==> config.mk <==
export PLATFORM = sky130hd
export DESIGN_NAME = tcp_reno_congestion_window_unit
export DESIGN_NICKNAME = d
export VERILOG_FILES = /design/src/sv/tcrcw_pkg.sv /design/src/sv/tcp_reno_congestion_window_unit.sv /design/src/sv/tcrcw_ctrl.sv /design/src/sv/tcrcw_dp.sv
export SDC_FILE = /design/constraint.sdc
export NUM_CORES = 2
export LEC_CHECK = 0
export ABC_CLOCK_PERIOD_IN_PS = 17430
export BUFFER_PORTS_ARGS = -buffer_cell sky130_fd_sc_hd__buf_2
export CAP_MARGIN = 20
export CORE_UTILIZATION = 30
export CTS_CLUSTER_DIAMETER = 50
export DETAILED_ROUTE_END_ITERATION = 10
export PLACE_DENSITY = 0.56
export SYNTH_ARGS = -nofsm -noshare
export SYNTH_HDL_FRONTEND = slang
export SYNTH_SLANG_ARGS = --single-unit
==> constraint.sdc <==
create_clock -name clk -period 17.43 [get_ports clk]
set_input_delay 2.6145 -clock clk [delete_from_list [all_inputs] [get_ports clk]]
set_output_delay 2.6145 -clock clk [all_outputs]
set_load 0.03 [all_outputs]
==> src/sv/tcrcw_pkg.sv <==
// Shared types and constants for the TCP Reno congestion window unit.
// Depends on nothing; imported by the controller, the datapath and the top level.
package tcrcw_pkg;

  localparam int unsigned ReqW    = 3;
  localparam int unsigned MssW    = 16;
  localparam int unsigned WinW    = 32;
  localparam int unsigned FlightW = 31;
  localparam int unsigned DupW    = 16;
  localparam int unsigned DivW    = 31;
  localparam int unsigned DivCntW = $clog2(DivW);
  localparam int unsigned InDataW  = 56;
  localparam int unsigned OutDataW = 72;

  // Request codes carried on in_tuser.
  localparam logic [ReqW-1:0] REQ_NEW_ACK   = 3'd0;
  localparam logic [ReqW-1:0] REQ_OTHER_ACK = 3'd1;
  localparam logic [ReqW-1:0] REQ_DUPACK    = 3'd2;
  localparam logic [ReqW-1:0] REQ_ECN       = 3'd3;
  localparam logic [ReqW-1:0] REQ_TIMEOUT   = 3'd4;
  localparam logic [ReqW-1:0] REQ_EXIT      = 3'd5;

  // Configuration register indexes.
  localparam logic CFG_MSS   = 1'b0;
  localparam logic CFG_LIMIT = 1'b1;

  localparam logic [MssW-1:0] MSS_RESET   = 16'd1460;
  localparam logic [WinW-1:0] LIMIT_RESET = 32'd1073741824;
  localparam logic [WinW-1:0] WIN_RESET   = 32'd4380;
  localparam logic [WinW-1:0] SAT32       = 32'hFFFF_FFFF;

  typedef struct packed {
    logic load;
    logic div_step;
    logic mul_a;
    logic mul_b;
    logic commit;
  } tcrcw_cmd_t;

  typedef struct packed {
    logic div_last;
  } tcrcw_status_t;

endpackage

==> src/sv/tcp_reno_congestion_window_unit.sv <==
// Top level of the TCP Reno congestion window unit.
// Depends on tcrcw_pkg, tcrcw_ctrl and tcrcw_dp.
//
//  channel | dir | handshake              | payload
//  --------+-----+------------------------+-------------------------------------
//  in      | in  | in_tvalid / in_tready  | in_tuser = req_type, in_tdata = rest
//  out     | out | out_tvalid / out_tready| out_tdata = window, threshold, flags
//  cfg     | in  | cfg_wr_en              | cfg_index, cfg_wdata
//
// A request is accepted in the idle state, then runs through the restoring divide
// by MSS (one quotient bit a cycle), two multiplies for threshold and window, and
// one commit. A new request is taken only once the unit is back in the idle state.
// Reset (rst_n low, synchronous) restores MSS 1460, limit 2^30, window 4380,
// threshold all ones, counter and recovery flags clear.
// A new request is taken while the previous result waits in the output register;
// commit holds until that register is free, so a stalled out side stalls the unit.
module tcp_reno_congestion_window_unit
  import tcrcw_pkg::*;
(
  input  logic                clk,
  input  logic                rst_n,
  // Request channel.
  input  logic                in_tvalid,
  output logic                in_tready,
  // [30:0] flight_bytes, [46:31] dupack_count, [47] window_reduced,
  // [48] is_retransmit, [49] backoff_active, [55:50] zero
  input  logic [InDataW-1:0]  in_tdata,
  // [2:0] req_type
  input  logic [ReqW-1:0]     in_tuser,
  // Result channel.
  output logic                out_tvalid,
  input  logic                out_tready,
  // [31:0] congestion_window, [63:32] slow_start_threshold, [64] fast_recovery,
  // [65] congestion_recovery, [71:66] zero
  output logic [OutDataW-1:0] out_tdata,
  // Configuration writes: index 0 max_segment_size, index 1 window_limit.
  input  logic                cfg_wr_en,
  input  logic                cfg_index,
  input  logic [WinW-1:0]     cfg_wdata
);

  tcrcw_cmd_t    cmd;
  tcrcw_status_t status;

  // Sequence each request through divide, multiply and commit.
  tcrcw_ctrl u_ctrl (
    .clk        (clk),
    .rst_n      (rst_n),
    .in_tvalid  (in_tvalid),
    .in_tready  (in_tready),
    .out_tvalid (out_tvalid),
    .out_tready (out_tready),
    .status     (status),
    .cmd        (cmd)
  );

  // Hold the window state and do the arithmetic.
  tcrcw_dp u_dp (
    .clk       (clk),
    .rst_n     (rst_n),
    .cfg_wr_en (cfg_wr_en),
    .cfg_index (cfg_index),
    .cfg_wdata (cfg_wdata),
    .in_req    (in_tuser),
    .in_data   (in_tdata),
    .cmd       (cmd),
    .status    (status),
    .out_data  (out_tdata)
  );

endmodule

==> src/sv/tcrcw_ctrl.sv <==
// Sequencer for the congestion window unit: capture, divide, two multiplies, commit.
// Depends on tcrcw_pkg; drives the command struct of tcrcw_dp.
module tcrcw_ctrl
  import tcrcw_pkg::*;
(
  input  logic          clk,
  input  logic          rst_n,
  input  logic          in_tvalid,
  output logic          in_tready,
  output logic          out_tvalid,
  input  logic          out_tready,
  input  tcrcw_status_t status,
  output tcrcw_cmd_t    cmd
);

  typedef enum logic [2:0] {
    ST_IDLE,
    ST_DIV,
    ST_MUL_A,
    ST_MUL_B,
    ST_COMMIT
  } state_t;

  state_t state_r;
  logic   out_valid_r;
  logic   slot_free;

  assign slot_free  = !out_valid_r || out_tready;
  assign in_tready  = (state_r == ST_IDLE);
  assign out_tvalid = out_valid_r;

  always_comb begin
    cmd          = '0;
    cmd.load     = in_tvalid && (state_r == ST_IDLE);
    cmd.div_step = (state_r == ST_DIV);
    cmd.mul_a    = (state_r == ST_MUL_A);
    cmd.mul_b    = (state_r == ST_MUL_B);
    cmd.commit   = (state_r == ST_COMMIT) && slot_free;
  end

  always_ff @(posedge clk) begin
    if (!rst_n) begin
      state_r     <= ST_IDLE;
      out_valid_r <= 1'b0;
    end else begin
      if (cmd.commit) begin
        out_valid_r <= 1'b1;
      end else if (out_tready) begin
        out_valid_r <= 1'b0;
      end
      case (state_r)
        ST_IDLE: begin
          if (in_tvalid) state_r <= ST_DIV;
        end
        ST_DIV: begin
          if (status.div_last) state_r <= ST_MUL_A;
        end
        ST_MUL_A:  state_r <= ST_MUL_B;
        ST_MUL_B:  state_r <= ST_COMMIT;
        ST_COMMIT: begin
          if (slot_free) state_r <= ST_IDLE;
        end
        default:   state_r <= ST_IDLE;
      endcase
    end
  end

`ifndef SYNTHESIS
  a_commit_slot: assert property (@(posedge clk) disable iff (!rst_n)
    cmd.commit |-> (!out_valid_r || out_tready))
    else $error("commit while result register still occupied");
  a_load_starts_div: assert property (@(posedge clk) disable iff (!rst_n)
    cmd.load |=> cmd.div_step)
    else $error("accepted request did not start the divide");
  a_div_to_mul: assert property (@(posedge clk) disable iff (!rst_n)
    (cmd.div_step && status.div_last) |=> cmd.mul_a)
    else $error("divide end did not advance to multiply");
  a_commit_sets_valid: assert property (@(posedge clk) disable iff (!rst_n)
    cmd.commit |=> out_tvalid)
    else $error("commit did not present a result");
`endif

endmodule

==> src/sv/tcrcw_dp.sv <==
// Datapath: config registers, window state, serial divider by MSS, 32x16 multiplier.
// Depends on tcrcw_pkg; sequenced by tcrcw_ctrl through the command struct.
module tcrcw_dp
  import tcrcw_pkg::*;
(
  input  logic                clk,
  input  logic                rst_n,
  input  logic                cfg_wr_en,
  input  logic                cfg_index,
  input  logic [WinW-1:0]     cfg_wdata,
  input  logic [ReqW-1:0]     in_req,
  input  logic [InDataW-1:0]  in_data,
  input  tcrcw_cmd_t          cmd,
  output tcrcw_status_t       status,
  output logic [OutDataW-1:0] out_data
);

  // Configuration.
  logic [MssW-1:0] mss_r;
  logic [WinW-1:0] limit_r;

  // Connection state.
  logic [WinW-1:0] win_r, win_nxt;
  logic [WinW-1:0] thr_r, thr_nxt;
  logic [WinW-1:0] ctr_r, ctr_nxt;
  logic            fr_r, fr_nxt;
  logic            cr_r, cr_nxt;

  // Captured request.
  logic [ReqW-1:0] req_r;
  logic [DupW-1:0] dup_r;
  logic            reduced_r;
  logic            rexmit_r;

  // Divider.
  logic [DivW-1:0]    quo_r;
  logic [MssW-1:0]    rem_r;
  logic [DivCntW-1:0] cnt_r;
  logic [MssW:0]      trial;
  logic               ge;
  logic [DivW-1:0]    npkt;
  logic [DivW-1:0]    dividend;

  // Multiplier results, saturated.
  logic [WinW-1:0]      thr_calc_r;
  logic [WinW-1:0]      win_calc_r;
  logic [WinW-1:0]      mul_a_op;
  logic [WinW-1:0]      mul_b_op;
  logic [WinW-1:0]      mul_op;
  logic [WinW+MssW-1:0] prod;
  logic [WinW-1:0]      prod_sat;

  // Commit arithmetic.
  logic [WinW:0]   sum_full;
  logic [WinW-1:0] sum_sat;
  logic [WinW-1:0] add;
  logic [WinW-1:0] grown;
  logic            ctr_not_pos;

  // Result register.
  logic [OutDataW-1:0] out_data_r;

  assign out_data = out_data_r;

  // Timeout with backoff halves the threshold instead of the flight size.
  always_comb begin
    if (in_req == REQ_TIMEOUT && in_data[FlightW+DupW+2]) begin
      dividend = thr_r[WinW-1:1];
    end else begin
      dividend = {1'b0, in_data[FlightW-1:1]};
    end
  end

  assign trial           = {rem_r, quo_r[DivW-1]};
  assign ge              = (trial >= {1'b0, mss_r});
  assign status.div_last = (cnt_r == '0);
  assign npkt            = (mss_r == '0) ? '0 : quo_r;

  assign mul_a_op = (npkt < DivW'(2)) ? WinW'(2) : {1'b0, npkt};
  assign mul_b_op = (req_r == REQ_DUPACK) ? ({1'b0, npkt} + WinW'(dup_r)) : {1'b0, npkt};
  assign mul_op   = cmd.mul_a ? mul_a_op : mul_b_op;
  assign prod     = mul_op * mss_r;
  assign prod_sat = (prod[WinW+MssW-1:WinW] != '0) ? SAT32 : prod[WinW-1:0];

  assign ctr_not_pos = (ctr_r == '0) || ctr_r[WinW-1];
  assign sum_full    = {1'b0, win_r} + {{(WinW-MssW+1){1'b0}}, mss_r};
  assign sum_sat     = sum_full[WinW] ? SAT32 : sum_full[WinW-1:0];

  always_comb begin
    win_nxt = win_r;
    thr_nxt = thr_r;
    ctr_nxt = ctr_r;
    fr_nxt  = fr_r;
    cr_nxt  = cr_r;
    add     = WinW'(mss_r);
    grown   = sum_sat;
    case (req_r)
      REQ_NEW_ACK: begin
        if (!fr_r && !cr_r) begin
          if (win_r >= thr_r) begin
            if (ctr_not_pos) begin
              ctr_nxt = sum_sat;
            end else begin
              ctr_nxt = ctr_r - WinW'(mss_r);
              add     = '0;
            end
          end
          grown   = (add == '0) ? win_r : sum_sat;
          win_nxt = (grown < limit_r) ? grown : limit_r;
        end
      end
      REQ_DUPACK: begin
        if (!fr_r) begin
          if (!cr_r) begin
            thr_nxt = thr_calc_r;
            win_nxt = win_calc_r;
          end
          fr_nxt = 1'b1;
          cr_nxt = 1'b1;
        end
      end
      REQ_ECN: begin
        if (!cr_r && !reduced_r) begin
          thr_nxt = thr_calc_r;
          win_nxt = win_calc_r;
          if (win_calc_r == '0) ctr_nxt = '0;
          cr_nxt = 1'b1;
        end
      end
      REQ_TIMEOUT: begin
        if (!reduced_r || rexmit_r) thr_nxt = thr_calc_r;
        win_nxt = WinW'(mss_r);
        ctr_nxt = '0;
      end
      REQ_EXIT: begin
        if (fr_r && (win_r > thr_r)) win_nxt = thr_r;
        ctr_nxt = '0;
        fr_nxt  = 1'b0;
        cr_nxt  = 1'b0;
      end
      default: begin
      end
    endcase
  end

  // Control state and configuration.
  always_ff @(posedge clk) begin
    if (!rst_n) begin
      mss_r   <= MSS_RESET;
      limit_r <= LIMIT_RESET;
      win_r   <= WIN_RESET;
      thr_r   <= SAT32;
      ctr_r   <= '0;
      fr_r    <= 1'b0;
      cr_r    <= 1'b0;
      cnt_r   <= '0;
    end else begin
      if (cfg_wr_en) begin
        case (cfg_index)
          CFG_MSS:   mss_r   <= cfg_wdata[MssW-1:0];
          CFG_LIMIT: limit_r <= cfg_wdata;
          default:   mss_r   <= mss_r;
        endcase
      end
      if (cmd.load) begin
        cnt_r <= DivCntW'(DivW - 1);
      end else if (cmd.div_step && cnt_r != '0) begin
        cnt_r <= cnt_r - 1'b1;
      end
      if (cmd.commit) begin
        win_r <= win_nxt;
        thr_r <= thr_nxt;
        ctr_r <= ctr_nxt;
        fr_r  <= fr_nxt;
        cr_r  <= cr_nxt;
      end
    end
  end

  // Payload registers.
  always_ff @(posedge clk) begin
    if (cmd.load) begin
      req_r     <= in_req;
      dup_r     <= in_data[FlightW+DupW-1:FlightW];
      reduced_r <= in_data[FlightW+DupW];
      rexmit_r  <= in_data[FlightW+DupW+1];
      quo_r     <= dividend;
      rem_r     <= '0;
    end else if (cmd.div_step) begin
      quo_r <= {quo_r[DivW-2:0], ge};
      rem_r <= ge ? MssW'(trial - {1'b0, mss_r}) : trial[MssW-1:0];
    end
    if (cmd.mul_a) thr_calc_r <= prod_sat;
    if (cmd.mul_b) win_calc_r <= prod_sat;
    if (cmd.commit) begin
      out_data_r <= {6'd0, cr_nxt, fr_nxt, thr_nxt, win_nxt};
    end
  end

`ifndef SYNTHESIS
  a_fr_implies_cr: assert property (@(posedge clk) disable iff (!rst_n)
    fr_r |-> cr_r)
    else $error("fast recovery set without congestion recovery");
  a_rem_below_mss: assert property (@(posedge clk) disable iff (!rst_n)
    (cmd.div_step && mss_r != '0) |=> (rem_r < mss_r))
    else $error("divider remainder not below MSS");
  a_exit_clears: assert property (@(posedge clk) disable iff (!rst_n)
    (cmd.commit && req_r == REQ_EXIT) |=> (!fr_r && !cr_r && ctr_r == '0))
    else $error("recovery exit left state set");
`endif

endmodule

==> results.md <==
- Status: finished clean
- WHS: between 0.4 and 0.5 ns
- Post-Syn Instances: approximately 4500
- Synth Flop Type: edfxtp_1
- Worst Tran Pin Value: ~1.2 ns
- Critical Path Fanout Max: 38
- Hold-fix buffers, CTS: 0
- GR Overflow Total: 0
- DR pass1 iterations: 7
- Core Region: between 0.1 and 0.15 mm2
- Worst R2R End: u_dp.win_calc_r[31]$_DFFE_PP_
- Reg2Reg Depth: 40
- Ys async rst share: 0%
- Initial Util: 30.23%
- Latest clock arrival within the worst-skew pair: about 0.62 ns
- Mux share of post-synthesis cell area: approximately 2.6%
- CTS tree: done
- Post-synth cell types: 108
- EDFF count, synth: approximately 180
- Crit start category: flip-flop
- First-pass GRT wire length: around 210000 um
- Data required time of the worst path: roughly 18 ns
- Post-synthesis xor/xnor area fraction: 2.785%
- Slack of the worst reg-to-reg path: 3.54 ns
- Initial antenna violation count: 4
- Largest net degree at the start of global routing: between 60 and 70
- Via count: about 33000
- Root buf cell: clkbuf_16
- Final Worst Setup Slack: roughly 3.5 ns
- Mapped Area: between 0.03 and 0.04 mm2
- Commonest non-fill, non-tap cells in the layout: 736 x nand2_1, 544 x inv_1, 421 x fa_1
- Ratio of cells with drive above 1 in the final layout: 9.239%
- Worst-path clk slew: approximately 0.060 ns
- Simple logic cell fraction of the synthesized area: between 15 and 20%
- DR vias/cell: approximately 5.4
- Hold Path End: u_dp.limit_r[28]$_SDFFE_PN0P_
- Die width: around 360 um
- Clock Sinks: 353
- # resized after CTS: 0
- Fin nets: 5263
- Final setup viols: 0
- Crit Path Class: reg -> reg
- Routed Antenna Nets: 0
- Port buffer count: roughly 160
- Crit path arrival time: around 14 ns
- CTS H-tree lvls: 2
- Clk buf depth: 3
- Most common cell after layout, fill and taps aside: nand2_1
- R2R Path Start: u_dp.mss_r[0]$_SDFFE_PN0P_
- CTS Buf Count: 50
- CP max stage delay: between 1 and 1.5 ns
- Final HPWL DP: roughly 110000 um
- Ys Warns: 0
- Sum Neg Setup Slack: 0 ns
- Placer Congestion: about 0.99
- Max Cap Viol: 0
- Most frequent CP cell: fa_1
- GRT Total Usage: 21.50%
- Hold Path Depth: 2
- Avg Cell Area, Syn: roughly 8.6 um2
- Min-Delay Path Class: reg -> reg
- Register bit total from synthesis: roughly 350
- Die area: roughly 0.13 mm2
- Synthesis-to-finish area growth: 10.99%
- Final Hold Viols: 0
- Initial DRC count: 3100
- Synthesized-area fraction occupied by adder cells: 29.80%
- Complex-gate fraction of the synthesized area: between 10% and 20%
- Seq/Total Area, Yosys: a little under a quarter
- Min Tclk post-route: roughly 14 ns
- Period utilization: around 80%
- Final instance area: 0.04278 mm2
- RSZ-0062 raised after global routing: false
- Routed WL: 141500 um
- Critical-path top delay cell: or4_2
- Wire per inst: approximately 23 um
- Die Ht: roughly 360 um
- Postcts setup bufs: 0
- Pre-CTS setup slack: roughly 3.9 ns
- Hold_sp: u_dp.limit_r[28]$_SDFFE_PN0P_
- Rows: between 100 and 150
- Max Clock Freq: ~70 MHz
- Post-placement cell area: between 0.04 and 0.05 mm2
- Final Skew: about 0.024 ns
- # DRC: 0
- Final slew viol count: 0
- Number of global-route vias before repair: between 30000 and 40000
- Slew headroom: 22.73%
- Fill count: 13390
- Largest family of logic cells by synthesized area: adder cells
- I/O pin cnt: between 150 and 200
- Worst Setup End Kind: flip-flop
## kinds of logic after synthesis
kind of cell             after synthesis
XOR/XNOR                             120
buffers and inverters                815
adder cells (fa/ha/maj)              666
flip-flops                           353
AND/OR/NAND/NOR                     1457
other                                  1
multiplexers                          96
AO/OA/AOI/OAI                        965
## Yosys cell counts (all sizes together) (58+ instances only)
cell type	number	share of area, %
ha	241	7.8
a21oi	293	3.8
and2	200	3.3
o21ai	220	2.9
mux2i	75	1.9
nand2	738	7.2
buf	58	0.88
o211ai	70	1.4
inv	549	5.3
clkbuf	208	2.0
edfxtp	182	14
xnor2	84	1.9
a21o	58	1.1
fa	421	22
nor2	238	2.3
dfxtp	171	8.9
## how the worst max path moves through the flow
| stage | startpoint | endpoint | slack (ns) |
|---|---|---|---|
| finish | u_dp.mss_r[0]$_SDFFE_PN0P_ | u_dp.win_calc_r[31]$_DFFE_PP_ | 3.54 |
| global route | u_dp.mss_r[0]$_SDFFE_PN0P_ | u_dp.thr_calc_r[31]$_DFFE_PP_ | 2.95 |
| CTS | u_dp.mss_r[0]$_SDFFE_PN0P_ | u_dp.thr_calc_r[31]$_DFFE_PP_ | 3.87 |
| detailed placement | u_dp.mss_r[0]$_SDFFE_PN0P_ | u_dp.thr_calc_r[31]$_DFFE_PP_ | 3.94 |
| global placement | u_dp.mss_r[0]$_SDFFE_PN0P_ | u_dp.thr_calc_r[31]$_DFFE_PP_ | 3.93 |
| floorplan | u_dp.mss_r[7]$_SDFFE_PN1P_ | u_dp.thr_calc_r[31]$_DFFE_PP_ | 6.21 |
## critical path, delay by kind of cell (launching register included)
family | cells | cell delay [ns]
compound gates | 11 | 3.33
mux | 1 | 0.17
buf+inv | 7 | 1.36
simple gates | 11 | 4.32
xor+xnor | 1 | 0.11
fa+ha+maj | 9 | 3.94
flops | 1 | 0.30
## registers in the layout (all words and copies together), names as in the netlist, 3 cells and up
signal and flops:
u_dp.out_data 66, u_dp.ctr_r 32, u_dp.limit_r 32, u_dp.thr_calc_r 32, u_dp.thr_r 32, u_dp.win_calc_r 32
u_dp.win_r 32, u_dp.quo_r 31, u_dp.dup_r 16, u_dp.mss_r 16, u_dp.rem_r 16, u_dp.cnt_r 5
u_ctrl.state_r 3, u_dp.req_r 3
## metrics by stage
stage	util, %	cells
after global routing	33.55	6208
after CTS	33.51	6204
after floorplan	-	4478
after global placement	32.16	6110
after detailed placement	32.16	6110
final	33.55	6209
## metal layers
metal | GRT usage (%) | vias up | part of all wire (%)
met5 | 0 | - | 0.023
met4 | 8.853 | 4 | 4.6
met3 | 3.264 | 236 | 7.8
met2 | 34.32 | 1346 | 45
met1 | 28.95 | 16700 | 43
li1 | - | 15070 | -
## final cells by class
type	instances	area, um2	share of cell area, %
Inverter	549	2063	4.822
Tap cell	1662	2079	4.860
Clock buffer	60	1394	3.258
Sequential cell	353	8889	20.78
Clock inverter	34	326.6	0.7633
Multi-Input combinational cell	3310	26610	62.19
Timing Repair Buffer	240	1424	3.328
Antenna cell	1	2.502	0.005849
Power is left out: the tool's default activity adds up to more than one toggle a clock period on the data nets, which glitch-free logic cannot reach.
